**config.mk**
```make
export PLATFORM = sky130hd
export DESIGN_NAME = nci_fifo
export DESIGN_NICKNAME = d
export VERILOG_FILES = /design/src/hdl/nci_pkg.sv /design/src/hdl/nci_fifo.sv
export SDC_FILE = /design/constraint.sdc
export NUM_CORES = 1
export LEC_CHECK = 0
export ABC_CLOCK_PERIOD_IN_PS = 3900
export BUFFER_PORTS_ARGS = -buffer_cell sky130_fd_sc_hd__buf_2
export CORE_MARGIN = 2
export CORE_UTILIZATION = 50
export CTS_CLUSTER_DIAMETER = 50
export DETAILED_ROUTE_END_ITERATION = 12
export PLACE_DENSITY = 0.7
export SLEW_MARGIN = 20
export SYNTH_ARGS = -nofsm -noshare
export SYNTH_HDL_FRONTEND = slang
export SYNTH_SLANG_ARGS = --single-unit
```
**constraint.sdc**
```tcl
create_clock -name clk -period 3.9 [get_ports clk]
set_input_delay 0.78 -clock clk [delete_from_list [all_inputs] [get_ports clk]]
set_output_delay 0.78 -clock clk [all_outputs]
set_load 0.03 [all_outputs]
```
**src/hdl/nci_pkg.sv**
```systemverilog
// Shared types, constants and weight tables for the Newton-Cotes integrator.
package nci_pkg;

  localparam int MAX_INTERVALS = 4096;
  localparam int CNT_W         = 13;
  localparam int STEP_W        = 32;
  localparam int SAMPLE_W      = 32;
  localparam int RES_W         = 64;
  localparam int SUM_W         = 64;
  localparam int WGT_W         = 7;
  localparam int DEN_W         = 6;
  localparam int PROD_W        = 96;
  localparam int CFG_IDX_W     = 2;
  localparam int CFG_DATA_W    = 32;
  localparam int FIFO_DEPTH    = 4;
  localparam int FIFO_AW       = 2;
  localparam int FIFO_CW       = 3;

  localparam logic [CNT_W-1:0] MAX_N = CNT_W'(MAX_INTERVALS);

  // Configuration register indexes
  localparam logic [CFG_IDX_W-1:0] REG_INTERVAL_COUNT = 2'd0;
  localparam logic [CFG_IDX_W-1:0] REG_STEP_SIZE      = 2'd1;

  // Saturation bounds of the Q32.32 result
  localparam logic [RES_W-1:0] SAT_POS = 64'h7FFF_FFFF_FFFF_FFFF;
  localparam logic [RES_W-1:0] SAT_NEG = 64'h8000_0000_0000_0000;

  // One classified sample in flight from front to back
  typedef struct packed {
    logic [SAMPLE_W-1:0] sample;
    logic [WGT_W-1:0]    weight;
    logic                last;
  } nci_item_t;

  // Live configuration seen by the back end
  typedef struct packed {
    logic [CNT_W-1:0]  n_eff;
    logic [STEP_W-1:0] step;
    logic              restart;
  } nci_cfg_t;

  // Queue occupancy flags
  typedef struct packed {
    logic full;
    logic empty;
  } nci_fifo_st_t;

  // Weight numerator for position p of an n-interval rule
  function automatic logic [WGT_W-1:0] nci_weight(input logic [CNT_W-1:0] n,
                                                  input logic [CNT_W-1:0] p);
    logic [CNT_W-1:0] rem_p;
    logic [CNT_W-1:0] d;
    logic [WGT_W-1:0] w;
    rem_p = n - p;
    d     = (p <= rem_p) ? p : rem_p;
    priority if (n == 13'd0) begin
      w = 7'd0;
    end else if (n == 13'd1) begin
      w = 7'd1;
    end else if (n == 13'd2) begin
      w = (d == 13'd0) ? 7'd1 : 7'd4;
    end else if (n == 13'd3) begin
      w = (d == 13'd0) ? 7'd3 : 7'd9;
    end else if (n == 13'd4) begin
      w = (d == 13'd0) ? 7'd14 : ((d == 13'd1) ? 7'd64 : 7'd24);
    end else begin
      priority if (d == 13'd0) w = 7'd9;
      else if (d == 13'd1) w = 7'd28;
      else if (d == 13'd2) w = 7'd23;
      else w = 7'd24;
    end
    return w;
  endfunction

  // Common denominator of the n-interval rule
  function automatic logic [DEN_W-1:0] nci_den(input logic [CNT_W-1:0] n);
    logic [DEN_W-1:0] den;
    priority if (n == 13'd0) den = 6'd1;
    else if (n == 13'd1) den = 6'd2;
    else if (n == 13'd2) den = 6'd3;
    else if (n == 13'd3) den = 6'd8;
    else if (n == 13'd4) den = 6'd45;
    else den = 6'd24;
    return den;
  endfunction

endpackage

```
**src/hdl/nci_fifo.sv**
```systemverilog
// Short queue of classified samples between front and back ends.
module nci_fifo import nci_pkg::*; (
  input  logic         clk,
  input  logic         rst_n,
  input  logic         push,
  input  nci_item_t    push_item,
  input  logic         pop,
  output nci_item_t    pop_item,
  output nci_fifo_st_t st
);

  nci_item_t          mem_r [FIFO_DEPTH];
  logic [FIFO_AW-1:0] wr_ptr_r, rd_ptr_r;
  logic [FIFO_CW-1:0] cnt_r, cnt_nxt;

  assign st.full  = (cnt_r == FIFO_CW'(FIFO_DEPTH));
  assign st.empty = (cnt_r == '0);
  assign pop_item = mem_r[rd_ptr_r];

  // Track occupancy
  always_comb begin
    cnt_nxt = cnt_r;
    if (push && !pop) cnt_nxt = cnt_r + 3'd1;
    else if (pop && !push) cnt_nxt = cnt_r - 3'd1;
  end

  // Advance pointers
  always_ff @(posedge clk) begin
    if (!rst_n) begin
      wr_ptr_r <= '0;
      rd_ptr_r <= '0;
      cnt_r    <= '0;
    end else begin
      cnt_r <= cnt_nxt;
      if (push) wr_ptr_r <= wr_ptr_r + 2'd1;
      if (pop)  rd_ptr_r <= rd_ptr_r + 2'd1;
    end
  end

  // Store entries
  always_ff @(posedge clk) begin
    if (push) begin
      mem_r[wr_ptr_r] <= push_item;
    end
  end

endmodule

```
Word-level counts from Yosys, hierarchy flattened. Memories as Yosys holds them, arrays and structs flattened. A register that Yosys moved wholly into a read port is not among the register bits. Cells that the tools add are included.

$add $sub $neg: 4. Reduce and logical (&&, ||, !) cells: 6. $lt $le $gt $ge: 0. Muxes and demuxes: 6. Bitwise logic cells: 0. Shift operators: 0. Equal/unequal tests: 1. Multiply operators: 0. Div/mod/pow operators: 0.

Operators by type and width (count): $mux 3 (2); $add 2x1->2 const B (2); $mux 2 (2); $add 3x1->3 const B (1); $eq 3x3->1 const B (1); $logic_not 3->1 (1); $sub 3x1->3 const B (1); $logic_and 1x1->1 (2); $logic_not 1->1 (2); $mux 1 (2); $reduce_bool 2->1 (1).

Flip-flop bits (word level): 7. ROM bits: 0. Bits in writable memories: 160. Logic and storage cells: 21. Memories kept: 1. Latch bits: 0.

Memories: mem_r (words 4, width 40, read ports 1, clocked after Yosys merged registers in 1, write ports 1, line nci_fifo.sv:12) `nci_item_t mem_r [FIFO_DEPTH];`.

Longest topological paths before layout.
Word-level depth: 4. Gate-level depth with buffers: 7.

Least setup slack after synthesis. Ideal clock, no wire load.

Path kind: input to register. From: input port push. To: memory mem_r[0][0] (netlist name) (enable). Library setup time: 0.401 ns. Setup slack: 1.747 ns. Buffers on the path: 0. Arrival time: 1.752 ns. Stages: 1. Cells stage by stage: and2_1.

Longest elaborated chain between the ends: 2.

RTL lines: start, declared (line nci_fifo.sv:5) `input logic push,`; $mux 1 (line nci_fifo.sv:42) `if (push) begin`; $mux 1 (implied by the code) (line nci_fifo.sv:43) `mem_r[wr_ptr_r] <= push_item;`; end, declared (line nci_fifo.sv:12).

No other way between the ends.

==> metrics.cfg <==
[run_status]
outcome = finished, final reports clean

[clock_network]
h-tree-depth = 4
clk_latency_ns = 0.42
post-cts-setup-buffer-count = 0
postCtsHoldBufs = 0
cts_sinks = 169
clkTransAtPathRegs_ns = 0.06
root_buffer = clkbuf_16
clockBufferDepth = 2
cts_tree = yes
post_cts_resized = 0
cts_buffers = 17

[critical_path]
cp_data_required_time_ns = 3.12
startpoint_type = register
slowest_stage = dfxtp_2
worstSetupPathType = reg2out
cp.arrival_ns = 2.22
crit_chain = buf_4 -> mux4_2 -> buf_2
cp_slowest_stage_delay_ns = 0.94
end_kind = output pin
worstPathMaxFanout = 34

[timing]
drv_slew = 0
fin_crit_ns = 3.00
min_period_over_period_pct = 76.8
hold_violations = 0
setup_viol = 0
fmax_mhz = 334
rsz0062_at_grt = no
clock_skew_ns = 0.00390
tightest_slew_ns = 0.927
tns_ns = 0
max_slew_margin_pct = 38.2

[finish]
fillCellCount = 869
nets = 398
drive_above_1_share_pct = 43.3
multi_input_area_mm2 = 0.00116
area_delta_synth_final_pct = 18.5
diodes = 0
ff_latch_area_mm2 = 0.00499
final_util_pct = 61.3

[die]
initial_core_util_pct = 51.7
fp-row-count = 40
die_height_um = 116
die_area_mm2 = 0.0134
fp.dieW_um = 116
top_level_ports = 86
core-area_mm2 = 0.0121

[synthesis]
syn_nets = 302
synth_commonest_cells = 160 x edfxtp_1, 40 x mux4_2, 9 x and2_1, 9 x dfxtp_1, 5 x ha_1
synthFlopType = edfxtp_1
synth_seq_cells = 169
synthTopCellsByArea = edfxtp_1 77%, mux4_2 14%, dfxtp_1 2.9%, buf_12 1.3%, ha_1 1.0%
synth-async-reset-ratio_pct = 0
synth_seq_area_share_pct = 79.6
synth_most_common_cell = edfxtp_1
yosys.area.top_type = edfxtp_1
synth_cells = 252
avgSynthCellArea_um2 = 24.9
synth_top_area_share_pct = 76.7
ys_types = 20
netlist_area_mm2 = 0.00626
yosysWarnings = 0
synth_edf_count = 160

[detailed_routing]
vias = 2794
drcViolationCount = 0
totalWireLength_um = 10100
routedWlPerCell_um = 19.1
viasPerCell = 5.29
final_antenna_net_count = 0
dr.pass1.iters = 4
drt_iter0_drc = 225

[global_routing]
gr-usage-all-layers_pct = 16.7
grt_pass1_vias = 2902
antenna_found_initial = 0
grt_first_pass_wirelength_um = 15700
grt-ovfl-total = 0
grt_max_degree = 41

[min_path]
min_path_type = reg2reg

[power_and_ir_drop]
power.total_uw = 4330
p_per_area_mw_per_mm2 = 584
max-vdd-ir-drop_v = 0.000380
p_leak_uw = 0.00254

[place]
place.port_buffers = 85
place_congestion = 0.682

[run]
drv_cap = 0

[state kept, by name, summed over array words and instances, names as in the netlist, named ones only]
| name | cells |
|---|---|
| cnt_r | 3 |
| wr_ptr_r | 2 |
| mem_r | 160 |
| rd_ptr_r | 2 |
[where the power goes]
group	internal [uW]	switching (uW)	total (uW)
Clock	1120	624	1740
Sequential	2080	61.8	2140
Combinational	178	268	447
Total	3380	955	4330
[final timing paths]
kind,from,endpoint,slack [ns],depth (start not counted)
setup / recovery,register,pop_item[39],0.90,3
hold / removal,cnt_r[2]$_SDFFE_PN0P_,cnt_r[2]$_SDFFE_PN0P_,0.52,2
setup reg to reg,wr_ptr_r[0]$_SDFFE_PN0P_,mem_r[3][31]$_DFFE_PP_,2.38,2
hold reg to reg,cnt_r[2]$_SDFFE_PN0P_,cnt_r[2]$_SDFFE_PN0P_,0.52,2
[area by class of cell]
type	count	area share, %
well taps	168	2.83
multi-input cells	70	15.6
inverters	4	0.202
repair buffers	86	5.83
clock buffers	18	5.78
flip-flops and latches	169	67.2
clock inverters	13	2.46
[placed cells by master (no fill, tap or decap), types with 2 or more instances in the layout]
| master | netlist | final |
|---|---|---|
| and2_1 | 9 | 5 |
| and2_4 | 0 | 4 |
| buf_2 | 4 | 85 |
| bufinv_16 | 0 | 5 |
| clkbuf_16 | 0 | 17 |
| clkinv_1 | 0 | 6 |
| clkinv_2 | 0 | 2 |
| dfxtp_1 | 9 | 7 |
| edfxtp_1 | 160 | 160 |
| ha_1 | 5 | 5 |
| inv_1 | 4 | 4 |
| mux2i_1 | 2 | 2 |
| mux4_2 | 40 | 40 |
| nor2b_1 | 2 | 2 |
| xnor2_1 | 2 | 2 |
| xor2_1 | 3 | 3 |
[metal layers]
layer	routed length, um	vias up	GRT usage [%]	share of wire, %
met5	0	-	0	0
met2	5100	84	27.1	51
met1	4140	1446	20.3	41
met4	195	0	7.86	1.9
li1	-	1249	-	-
met3	653	15	5.86	6.5
[through the flow]
stage / hold slack [ns] / std cells / instance area [um2] / worst slack [ns]
floorplan: 0.472 / 252 / 6260 / 1.75
global placement: 0.495 / 497 / 6800 / 1.32
detailed placement: 0.533 / 497 / 6800 / 1.32
CTS: 0.541 / 528 / 7420 / 0.852
global route: 0.554 / 528 / 7420 / 0.766
finish: 0.524 / 528 / 7420 / 0.903
[critical path: cells and delay by family (launching register included)]
kind	cells	cell delay, ns
buffers and inverters	2	0.51
flip-flops	1	0.94
multiplexers	1	0.34
[cell families (layout without fill, tap and decap cells)]
| group | after synthesis | after routing | synth area share (%) |
|---|---|---|---|
| AO/OA/AOI/OAI | 2 | 2 | 0.200 |
| flip-flops | 169 | 169 | 79.6 |
| AND/OR/NAND/NOR | 15 | 15 | 1.46 |
| multiplexers | 42 | 42 | 14.7 |
| XOR/XNOR | 5 | 5 | 0.699 |
| buffers and inverters | 13 | 121 | 2.02 |
| adder cells (fa/ha/maj) | 6 | 6 | 1.32 |
No activity file was read; power rests on OpenSTA's default activity.
