==> src/hdl/nci_pkg.sv <==
// Shared types, constants and weight tables for the Newton-Cotes integrator.
package nci_pkg;

  localparam int MAX_INTERVALS = 4096;
  localparam int CNT_W         = 13;
  localparam int STEP_W        = 32;
  localparam int SAMPLE_W      = 32;
  localparam int RES_W         = 64;
  localparam int SUM_W         = 64;
  localparam int WGT_W         = 7;
  localparam int DEN_W         = 6;
  localparam int PROD_W        = 96;
  localparam int CFG_IDX_W     = 2;
  localparam int CFG_DATA_W    = 32;
  localparam int FIFO_DEPTH    = 4;
  localparam int FIFO_AW       = 2;
  localparam int FIFO_CW       = 3;

  localparam logic [CNT_W-1:0] MAX_N = CNT_W'(MAX_INTERVALS);

  // Configuration register indexes
  localparam logic [CFG_IDX_W-1:0] REG_INTERVAL_COUNT = 2'd0;
  localparam logic [CFG_IDX_W-1:0] REG_STEP_SIZE      = 2'd1;

  // Saturation bounds of the Q32.32 result
  localparam logic [RES_W-1:0] SAT_POS = 64'h7FFF_FFFF_FFFF_FFFF;
  localparam logic [RES_W-1:0] SAT_NEG = 64'h8000_0000_0000_0000;

  // One classified sample in flight from front to back
  typedef struct packed {
    logic [SAMPLE_W-1:0] sample;
    logic [WGT_W-1:0]    weight;
    logic                last;
  } nci_item_t;

  // Live configuration seen by the back end
  typedef struct packed {
    logic [CNT_W-1:0]  n_eff;
    logic [STEP_W-1:0] step;
    logic              restart;
  } nci_cfg_t;

  // Queue occupancy flags
  typedef struct packed {
    logic full;
    logic empty;
  } nci_fifo_st_t;

  // Weight numerator for position p of an n-interval rule
  function automatic logic [WGT_W-1:0] nci_weight(input logic [CNT_W-1:0] n,
                                                  input logic [CNT_W-1:0] p);
    logic [CNT_W-1:0] rem_p;
    logic [CNT_W-1:0] d;
    logic [WGT_W-1:0] w;
    rem_p = n - p;
    d     = (p <= rem_p) ? p : rem_p;
    priority if (n == 13'd0) begin
      w = 7'd0;
    end else if (n == 13'd1) begin
      w = 7'd1;
    end else if (n == 13'd2) begin
      w = (d == 13'd0) ? 7'd1 : 7'd4;
    end else if (n == 13'd3) begin
      w = (d == 13'd0) ? 7'd3 : 7'd9;
    end else if (n == 13'd4) begin
      w = (d == 13'd0) ? 7'd14 : ((d == 13'd1) ? 7'd64 : 7'd24);
    end else begin
      priority if (d == 13'd0) w = 7'd9;
      else if (d == 13'd1) w = 7'd28;
      else if (d == 13'd2) w = 7'd23;
      else w = 7'd24;
    end
    return w;
  endfunction

  // Common denominator of the n-interval rule
  function automatic logic [DEN_W-1:0] nci_den(input logic [CNT_W-1:0] n);
    logic [DEN_W-1:0] den;
    priority if (n == 13'd0) den = 6'd1;
    else if (n == 13'd1) den = 6'd2;
    else if (n == 13'd2) den = 6'd3;
    else if (n == 13'd3) den = 6'd8;
    else if (n == 13'd4) den = 6'd45;
    else den = 6'd24;
    return den;
  endfunction

endpackage

==> src/hdl/nci_front.sv <==
// Front end: configuration registers, sample position tracking and weight lookup.
module nci_front import nci_pkg::*; (
  input  logic                 clk,
  input  logic                 rst_n,
  input  logic                 cfg_we,
  input  logic [CFG_IDX_W-1:0] cfg_index,
  input  logic [CFG_DATA_W-1:0] cfg_wdata,
  input  logic                 in_valid,
  input  logic [SAMPLE_W-1:0]  in_sample,
  input  nci_fifo_st_t         fifo_st,
  output logic                 push,
  output nci_item_t            item,
  output nci_cfg_t             cfg
);

  logic [CNT_W-1:0]  count_r;
  logic [STEP_W-1:0] step_r;
  logic [CNT_W-1:0]  pos_r, pos_nxt;
  logic [CNT_W-1:0]  n_eff;
  logic [CNT_W-1:0]  p_eff;
  logic              restart;
  logic              last;

  assign restart = cfg_we && ((cfg_index == REG_INTERVAL_COUNT) ||
                              (cfg_index == REG_STEP_SIZE));
  assign n_eff   = (count_r > MAX_N) ? MAX_N : count_r;
  assign p_eff   = (pos_r > n_eff) ? n_eff : pos_r;
  assign last    = (p_eff == n_eff);
  assign push    = in_valid && !fifo_st.full;

  assign item.sample = in_sample;
  assign item.weight = nci_weight(n_eff, p_eff);
  assign item.last   = last;

  assign cfg.n_eff   = n_eff;
  assign cfg.step    = step_r;
  assign cfg.restart = restart;

  // Advance the position, wrap at the block end, drop to zero on restart
  always_comb begin
    pos_nxt = pos_r;
    if (restart) begin
      pos_nxt = '0;
    end else if (push) begin
      pos_nxt = last ? '0 : p_eff + 13'd1;
    end
  end

  // Hold configuration and position
  always_ff @(posedge clk) begin
    if (!rst_n) begin
      count_r <= '0;
      step_r  <= 32'd65536;
      pos_r   <= '0;
    end else begin
      pos_r <= pos_nxt;
      if (cfg_we && (cfg_index == REG_INTERVAL_COUNT)) begin
        count_r <= cfg_wdata[CNT_W-1:0];
      end
      if (cfg_we && (cfg_index == REG_STEP_SIZE)) begin
        step_r <= cfg_wdata[STEP_W-1:0];
      end
    end
  end

endmodule

==> config.mk <==
export PLATFORM = sky130hd
export DESIGN_NAME = nci_front
export DESIGN_NICKNAME = d
export VERILOG_FILES = /design/src/hdl/nci_pkg.sv /design/src/hdl/nci_front.sv
export SDC_FILE = /design/constraint.sdc
export NUM_CORES = 1
export LEC_CHECK = 0
export BUFFER_PORTS_ARGS = -buffer_cell sky130_fd_sc_hd__buf_2
export CELL_PAD_IN_SITES_DETAIL_PLACEMENT = 1
export CELL_PAD_IN_SITES_GLOBAL_PLACEMENT = 2
export CORE_UTILIZATION = 26
export CTS_BUF_LIST = sky130_fd_sc_hd__clkbuf_8
export DETAILED_ROUTE_END_ITERATION = 8
export PLACE_DENSITY = 0.78
export RECOVER_POWER = 25
export SLEW_MARGIN = 0
export SYNTH_ARGS = -nofsm -noshare
export SYNTH_HDL_FRONTEND = slang
export SYNTH_SLANG_ARGS = --single-unit
==> constraint.sdc <==
create_clock -name clk -period 7.76 [get_ports clk]
set_input_delay 2.328 -clock clk [delete_from_list [all_inputs] [get_ports clk]]
set_output_delay 2.328 -clock clk [all_outputs]
set_load 0.005 [all_outputs]
After elaboration in Yosys (flattened, before gate mapping). Cells that the tools add are included.

Register bits: 58. Memories: 0. Bits in writable memories: 0. Logic and storage cells: 43. Output and inout bits: 87. Memory bits (read-only): 0. Bits of input ports: 72. Bits in latches: 0.

Multiplexer cells: 16. Bitwise operators: 1. Multiply operators: 0. $lt $le $gt $ge: 3. Equal/unequal tests: 8. Shifts and indexed selects: 0. Reduce and logical (&&, ||, !) cells: 10. Add/sub/neg operators: 2. Divide/modulo/power cells: 0.

Operators with widths (number): 13-bit two-way mux (4); 7-bit two-way mux (7); 13-bit by 2-bit == test with 1-bit output (second input constant) (3); 13-bit by 1-bit == test with 1-bit output (second input constant) (2); 13-bit zero test (2); 13-bit by 1-bit adder with 13-bit output (second input constant) (1); 13-bit == test (1); 13-bit by 3-bit == test with 1-bit output (second input constant) (1); 13-bit > comparator (1); 13-bit > comparator (second input constant) (1); 13-bit less-or-equal comparator (1); 13-bit subtractor (1); 4-bit two-way mux (3); 5-bit two-way mux (1); 1-bit logical AND (4); 3-bit two-way mux (1); 2-bit by 1-bit == test with 1-bit output (second input constant) (1); 2-bit zero test (1); 2-bit OR reduction (1); 1-bit zero test (1); 1-bit logical OR (1); 1-bit NOT (1).

Logic depth before layout (Yosys ltp). Gate-level depths: netlist (run 1).

Word-level depth: 16. Mapped depth: 28. Depth with buffers taken out: 27.

Worst setup path before layout (run 1). Ideal clock, no wire load.

Path type: register -> output. Start point: reg count_r[12]. End point: out item[7] (netlist name). Required time: 5.432 ns. Setup slack: -0.152 ns. Path buffers: 3. Data arrival time: 5.584 ns. Cell stages (with the launch flop): 28. Cell sequence: dfxtp_1 > buf_2 > nor2b_1 > inv_1 > ha_1 > nand4_2 > nor3_4 > o31ai_4 > a22oi_4 > buf_6 > buf_4 > mux2i_1 > ha_1 > a21oi_1 > o221ai_1 > a31o_2 > a21oi_1 > xor2_1 > ha_1 > nand3_1 > nand2_1 > a21o_1 > o31a_1 > a311o_1 > nor4_1 > a31o_1 > and2_1 > nor4b_2.

RTL lines: from (decl) (line nci_front.sv:16) `logic [CNT_W-1:0] count_r;`; from (signal assigned) (line nci_front.sv:58) `count_r <= cfg_wdata[CNT_W-1:0];`; to (decl) (line nci_front.sv:12) `output nci_item_t item,`.

==> run metrics, run 1 <==
GRT overflow=0; final worst slack=-816 ps; PortBufs=just over 90; Mapped Cells=580; post-synthesis sequential area ratio=0.255; Final Net Count=a little under 900; Yosys top cell area share=0.255; htree depth=3; worst reg2reg startpoint=count_r[12]$_SDFFE_PN0P_; Synth Cell Area=between 0.004 and 0.005 mm^2; cts bufs inserted=9; violated checks=setup timing; first-pass detailed-route iteration total=4; number of synthesized register bits=58; TritonCTS clock tree=built; crit path kind=reg2out; DRC=0; Critical-path top delay cell=dfxtp_4; critical path buffer and inverter count=8; share of cells above drive strength 1=0.410; Top FF cell, synth=dfxtp_1; critical path endpoint category=output pin; final wirelength=between 15000 and 20000 um; max-slew violations=0; Clock transition at path regs=roughly 60 ps; Std-Cell Rows=48; critical path's most frequent cell=buf_6; area leader, netlist=dfxtp_1; crit-path max cell delay=380 ps; fill cell count=2114; gp weighted congestion=approximately 0.8; hold crit path type=reg2reg; Critical Path RT=approximately 5400 ps; HP Start=step_r[22]$_SDFFE_PN0P_; I/O Pins=between 150 and 200; first-pass GRT wire length=roughly 26000 um; commonest non-fill, non-tap cell in the layout=nand2_1; wire per inst=around 16 um; cell family with most CP delay=compound AO/OA/AOI/OAI gates; CTS sink cnt=a little under 60; vias per inst=just under 5; Initial Util=0.265; Worst Setup SP=count_r[12]$_SDFFE_PN0P_; Syn Nets=approximately 700; die height=approximately 130 um; Finished Layout Cells=roughly 1000; final core occ=0.387; Final setup viols=6; Power Dens Cells=roughly 160 mW/mm^2; Hold Path Stages=2; Die Span X=~130 um; core footprint=0.0172 mm^2; ant diodes=0; Slew HR=0.226; antenna violations before repair=0; placed cell count=940; worst r2r path cells=19; worst-case clock skew=approximately 3.8 ps; clk buf depth=2; RSZ-0062 raised after global routing=true; vias in the first global route=around 5200; most frequent cells in the layout=nand2_1, buf_4, buf_2; setup_tns=-4550 ps; worst skew pair latency=approximately 350 ps; Synth warnings=0; Synth cell types=66; status=finished with violations; final hold viol count=0; dominant cells by area after synthesis=dfxtp_1, ha_1, nand2_1, a21boi_0, buf_4; ANT nets after route=0; die area=about 0.018 mm^2; Max Freq=around 120 MHz; crit path max fanout=5; hold_buf cts=0; number of synthesized flops with an enable pin=0; mean post-synth cell area=7.85 um^2; worst-margin pin slew=1160 ps; Post-synth ARST share=0; max-cap violations=0; Root Buffer=clkbuf_8; largest net degree at the start of global routing=47; DP HPWL=around 12000 um; via count=4775; Pleak=approximately 3.0 nW; CP Depth=31; period utilization=1.11; crit path DAT=6250 ps; overall routing resource usage=0.182; initial drt markers=approximately 150; maximum vdd drop=0.0000775 V; Area Growth Syn to Fin=46.0%; Hold Worst Slack=approximately 470 ps; crit path time final=8580 ps; CP startpoint kind=register
==> worst min-delay path, delay by kind of cell (launching register included) <==
kind            cells  cell delay (ps)
flops               1              310
compound gates      1               60
simple gates        1               50
==> metal layers <==
metal / vias up / GRT usage / wire [um] / part of all wire
met5: - / 0 / 0 / 0
met4: 0 / 0.0618 / 318 / 0.020
met1: 2294 / 0.214 / 7040 / 0.43
met2: 127 / 0.319 / 7890 / 0.49
li1: 2334 / - / - / -
met3: 20 / 0.0499 / 942 / 0.058
==> timing repair <==
| item | 4_1_cts | 5_1_grt |
|---|---|---|
| cloned | 0 | 1 |
| pin swaps | 36 | 19 |
| gates resized for setup | 56 | 46 |
| hold endpoints to repair | 0 | 0 |
| setup buffers | 20 | 11 |
| setup endpoints to repair | 6 | 6 |
==> logic make-up after synthesis <==
kind of cell | after synthesis | synth area share
AO/OA/AOI/OAI | 114 | 0.184
XOR/XNOR | 21 | 0.0404
adder cells (fa/ha/maj) | 40 | 0.112
buffers and inverters | 92 | 0.108
flip-flops | 58 | 0.255
multiplexers | 20 | 0.0492
other | 1 | 0.000823
AND/OR/NAND/NOR | 234 | 0.251
==> final timing paths <==
check                                          endpoint  slack [ps]
worst max-delay path                            item[3]        -820
worst min-delay path            step_r[22]$_SDFFE_PN0P_         470
worst min register to register  step_r[22]$_SDFFE_PN0P_         470
worst max register to register    pos_r[9]$_SDFFE_PP0P_        3500
==> cells in the mapped netlist, drive strengths merged (2+ instances only) <==
cell      n
nand2   122
dfxtp    58
a21boi   46
ha       39
buf      38
inv      34
nor2     29
a21oi    19
clkbuf   19
nand3    18
nand4    16
xnor2    14
mux2     10
mux2i    10
nor3      9
nor2b     8
o21ai     8
nor4      7
xor2      7
a22o      6
a31o      6
a22oi     5
and2      5
and3      5
nand2b    4
a31oi     3
nor3b     3
o21a      3
a211oi    2
a21o      2
a32o      2
and4      2
nor4b     2
o22ai     2
o31ai     2
or4       2
==> power breakdown <==
part / switching, mW / internal [mW] / total (mW)
clock network: 0.124 / 0.164 / 0.288
logic: 0.213 / 0.236 / 0.450
registers: 0.00525 / 0.306 / 0.311
total: 0.342 / 0.706 / 1.05
==> through the flow <==
stage	power, mW	cell area [um^2]	setup WS, ps
3_5_place_dp	0.642	5710	-893
5_1_grt	1.11	6650	-1120
4_1_cts	0.998	6340	-933
2_1_floorplan	0.525	4570	2.12
3_3_place_gp	0.629	5710	-596
6_report	1.05	6650	-816
==> cell type report <==
type                       instances  area, um^2  area share
timing repair buffer             224        1500       0.225
tap                              225         282      0.0423
multi-input combinational        430        3360       0.506
clock inverter                     5        52.6     0.00790
sequential                        58        1170       0.176
clock buffer                      11         151      0.0228
inverter                          35         139      0.0209
==> sequential cells by signal, indices dropped and copies added, names as in the netlist <==
signal and cells:
count_r 13, step_r 32, pos_r 13
No activity file was read; power rests on OpenSTA's default activity.
==> inputs of run 2 (changes only) <==
--- a/config.mk
+++ b/config.mk
@@ -13,4 +13,5 @@
 export DETAILED_ROUTE_END_ITERATION = 8
-export PLACE_DENSITY = 0.78
+export PLACE_DENSITY_LB_ADDON = 0.2
 export RECOVER_POWER = 25
+export SKIP_LAST_GASP = 1
 export SLEW_MARGIN = 0
--- a/constraint.sdc
+++ b/constraint.sdc
@@ -3,2 +3,2 @@
 set_output_delay 2.328 -clock clk [all_outputs]
-set_load 0.005 [all_outputs]
+set_load 0.05 [all_outputs]
==> run metrics, run 2 (synthesized netlist as in run 1, its figures left out) <==
die height=134 um; Clock transition at path regs=around 70 ps; vias in the first global route=4972; largest net degree at the start of global routing=between 40 and 50; final instance area=slightly below 0.007 mm^2; Final setup viols=6; R2R Path End=pos_r[11]$_SDFFE_PP0P_; worst skew pair latency=roughly 340 ps; Critical-path top delay cell=dfxtp_4; share of cells above drive strength 1=0.393; core footprint=~0.017 mm^2; Pleak=2.94 nW; most frequent cells in the layout=buf_4, nand2_1, dfxtp_1, buf_2, a21boi_0; Critical Path End=item[7]; Die Span X=approximately 130 um; DRC=0; CTS sink cnt=58; biggest regs=step_r: 32 flops, count_r: 13 flops, pos_r: 13 flops; clk buf depth=2; max reg flops=32; Final Net Count=roughly 870; first-pass detailed-route iteration total=4; Switching Fraction=0.357; crit path kind=reg2out; DP HPWL=12100 um; crit path time final=8570 ps; internal power=between 700 and 800 uW; P_sw=just over 400 uW; Gate power share=0.446; final hold viol count=0; CP startpoint kind=register; antenna violations before repair=0; final core occ=0.392; maximum vdd drop=0.0000961 V; first-pass GRT wire length=between 20000 and 25000 um; Initial Util=0.265; fill cell count=~2100; placed cell area=just under 0.006 mm^2; Worst Setup SP=count_r[12]$_SDFFE_PN0P_; TritonCTS clock tree=built; period utilization=1.10; Power Dens Cells=168 mW/mm^2; worst reg2reg startpoint=count_r[12]$_SDFFE_PN0P_; ANT nets after route=0; status=finished with violations; crit path DAT=6240 ps; R2R Setup Slk=between 3000 and 4000 ps; I/O Pins=~160; violated checks=setup timing; Root Buffer=clkbuf_8; PortBufs=92; Seq pwr share=0.274; vias per inst=about 4.7; cts bufs inserted=9; overall routing resource usage=0.173; Max Freq=around 120 MHz; ant diodes=0; commonest non-fill, non-tap cell in the layout=buf_4; worst-margin pin slew=1190 ps; initial drt markers=89; Std-Cell Rows=48; worst-case clock skew=around 6.0 ps; crit path max fanout=9; hold_buf cts=0; worst r2r path cells=19; max-cap violations=0; final worst slack=-812 ps; Critical Path RT=roughly 5400 ps; clock share of power=0.280; die area=0.0180 mm^2; GRT overflow=0; final wirelength=about 15000 um; gp weighted congestion=between 0.8 and 0.9; hold crit path type=reg2reg; via count=4645; Area Growth Syn to Fin=47.8%; htree depth=3; max-slew violations=0; crit-path max cell delay=a little under 400 ps; Slew HR=0.208; Hold Path Stages=2; Biggest register=step_r; critical path endpoint category=output pin; wire per inst=about 16 um; RSZ-0062 raised after global routing=true
[run 2: changes by cell type in the layout (fill, tap and decap cells not counted), moves of 3 or more]
cell      change
buf_2        -16
clkbuf_1     +10
ha_4          +3
mux2i_2       -3
mux2i_4       +3
[run 2: power groups by stage]
stage               Sequential [mW]  Combinational, mW  Clock [mW]
CTS                           0.310              0.484       0.329
floorplan                     0.337              0.299           0
global route                  0.311              0.542       0.341
detailed placement            0.317              0.417           0
finish                        0.310              0.505       0.318
global placement              0.317              0.405           0
[run 2: repair_timing]
action	in CTS	in global routing
setup endpoints to repair	6	6
buffers inserted	13	8
pin swaps	18	10
cloned	1	0
resized for setup	57	21
[run 2: through the flow]
step                setup slack, ps  hold WS, ps  total power, mW  setup TNS, ps  instances
floorplan                      -492          456            0.635          -1700        580
global placement               -726          450            0.722          -3970        947
detailed placement             -842          460            0.734          -4690        947
CTS                            -887          471             1.12          -5000        977
global route                  -1120          488             1.19          -6260        984
finish                         -812          466             1.13          -4500        984
[run 2: worst min path at each step]
| stage | from | endpoint | slack [ps] |
|---|---|---|---|
| after floorplan | count_r[5]$_SDFFE_PN0P_ | count_r[5]$_SDFFE_PN0P_ | 460 |
| after global placement | step_r[16]$_SDFFE_PN1P_ | step_r[16]$_SDFFE_PN1P_ | 450 |
| after detailed placement | step_r[7]$_SDFFE_PN0P_ | step_r[7]$_SDFFE_PN0P_ | 460 |
| after CTS | step_r[31]$_SDFFE_PN0P_ | step_r[31]$_SDFFE_PN0P_ | 470 |
| after global routing | step_r[31]$_SDFFE_PN0P_ | step_r[31]$_SDFFE_PN0P_ | 490 |
| final | step_r[7]$_SDFFE_PN0P_ | step_r[7]$_SDFFE_PN0P_ | 470 |
[run 2: area by class of cell]
type                            count  area (um^2)  area share
Tap cell                          225          282      0.0418
Sequential cell                    58         1160       0.173
Clock buffer                       10          138      0.0204
Multi-Input combinational cell    430         3440       0.511
Clock inverter                      6         81.3      0.0121
Timing Repair Buffer              220         1480       0.220
Inverter                           35          141      0.0210
[run 2: critical path: cells and delay by family (launching register included)]
family	cells	cell delay [ps]
AND/OR/NAND/NOR	7	1130
buffers and inverters	6	780
multiplexers	1	230
AO/OA/AOI/OAI	11	2170
adder cells (fa/ha/maj)	4	1060
XOR/XNOR	1	100
flip-flops	1	390
[run 2: layer usage]
layer | global-route usage | part of all wire | vias to the layer above
met3 | 0.0283 | 0.032 | 25
met2 | 0.310 | 0.50 | 84
met1 | 0.211 | 0.45 | 2219
met4 | 0.0531 | 0.015 | 0
li1 | - | - | 2317
met5 | 0 | 0 | -
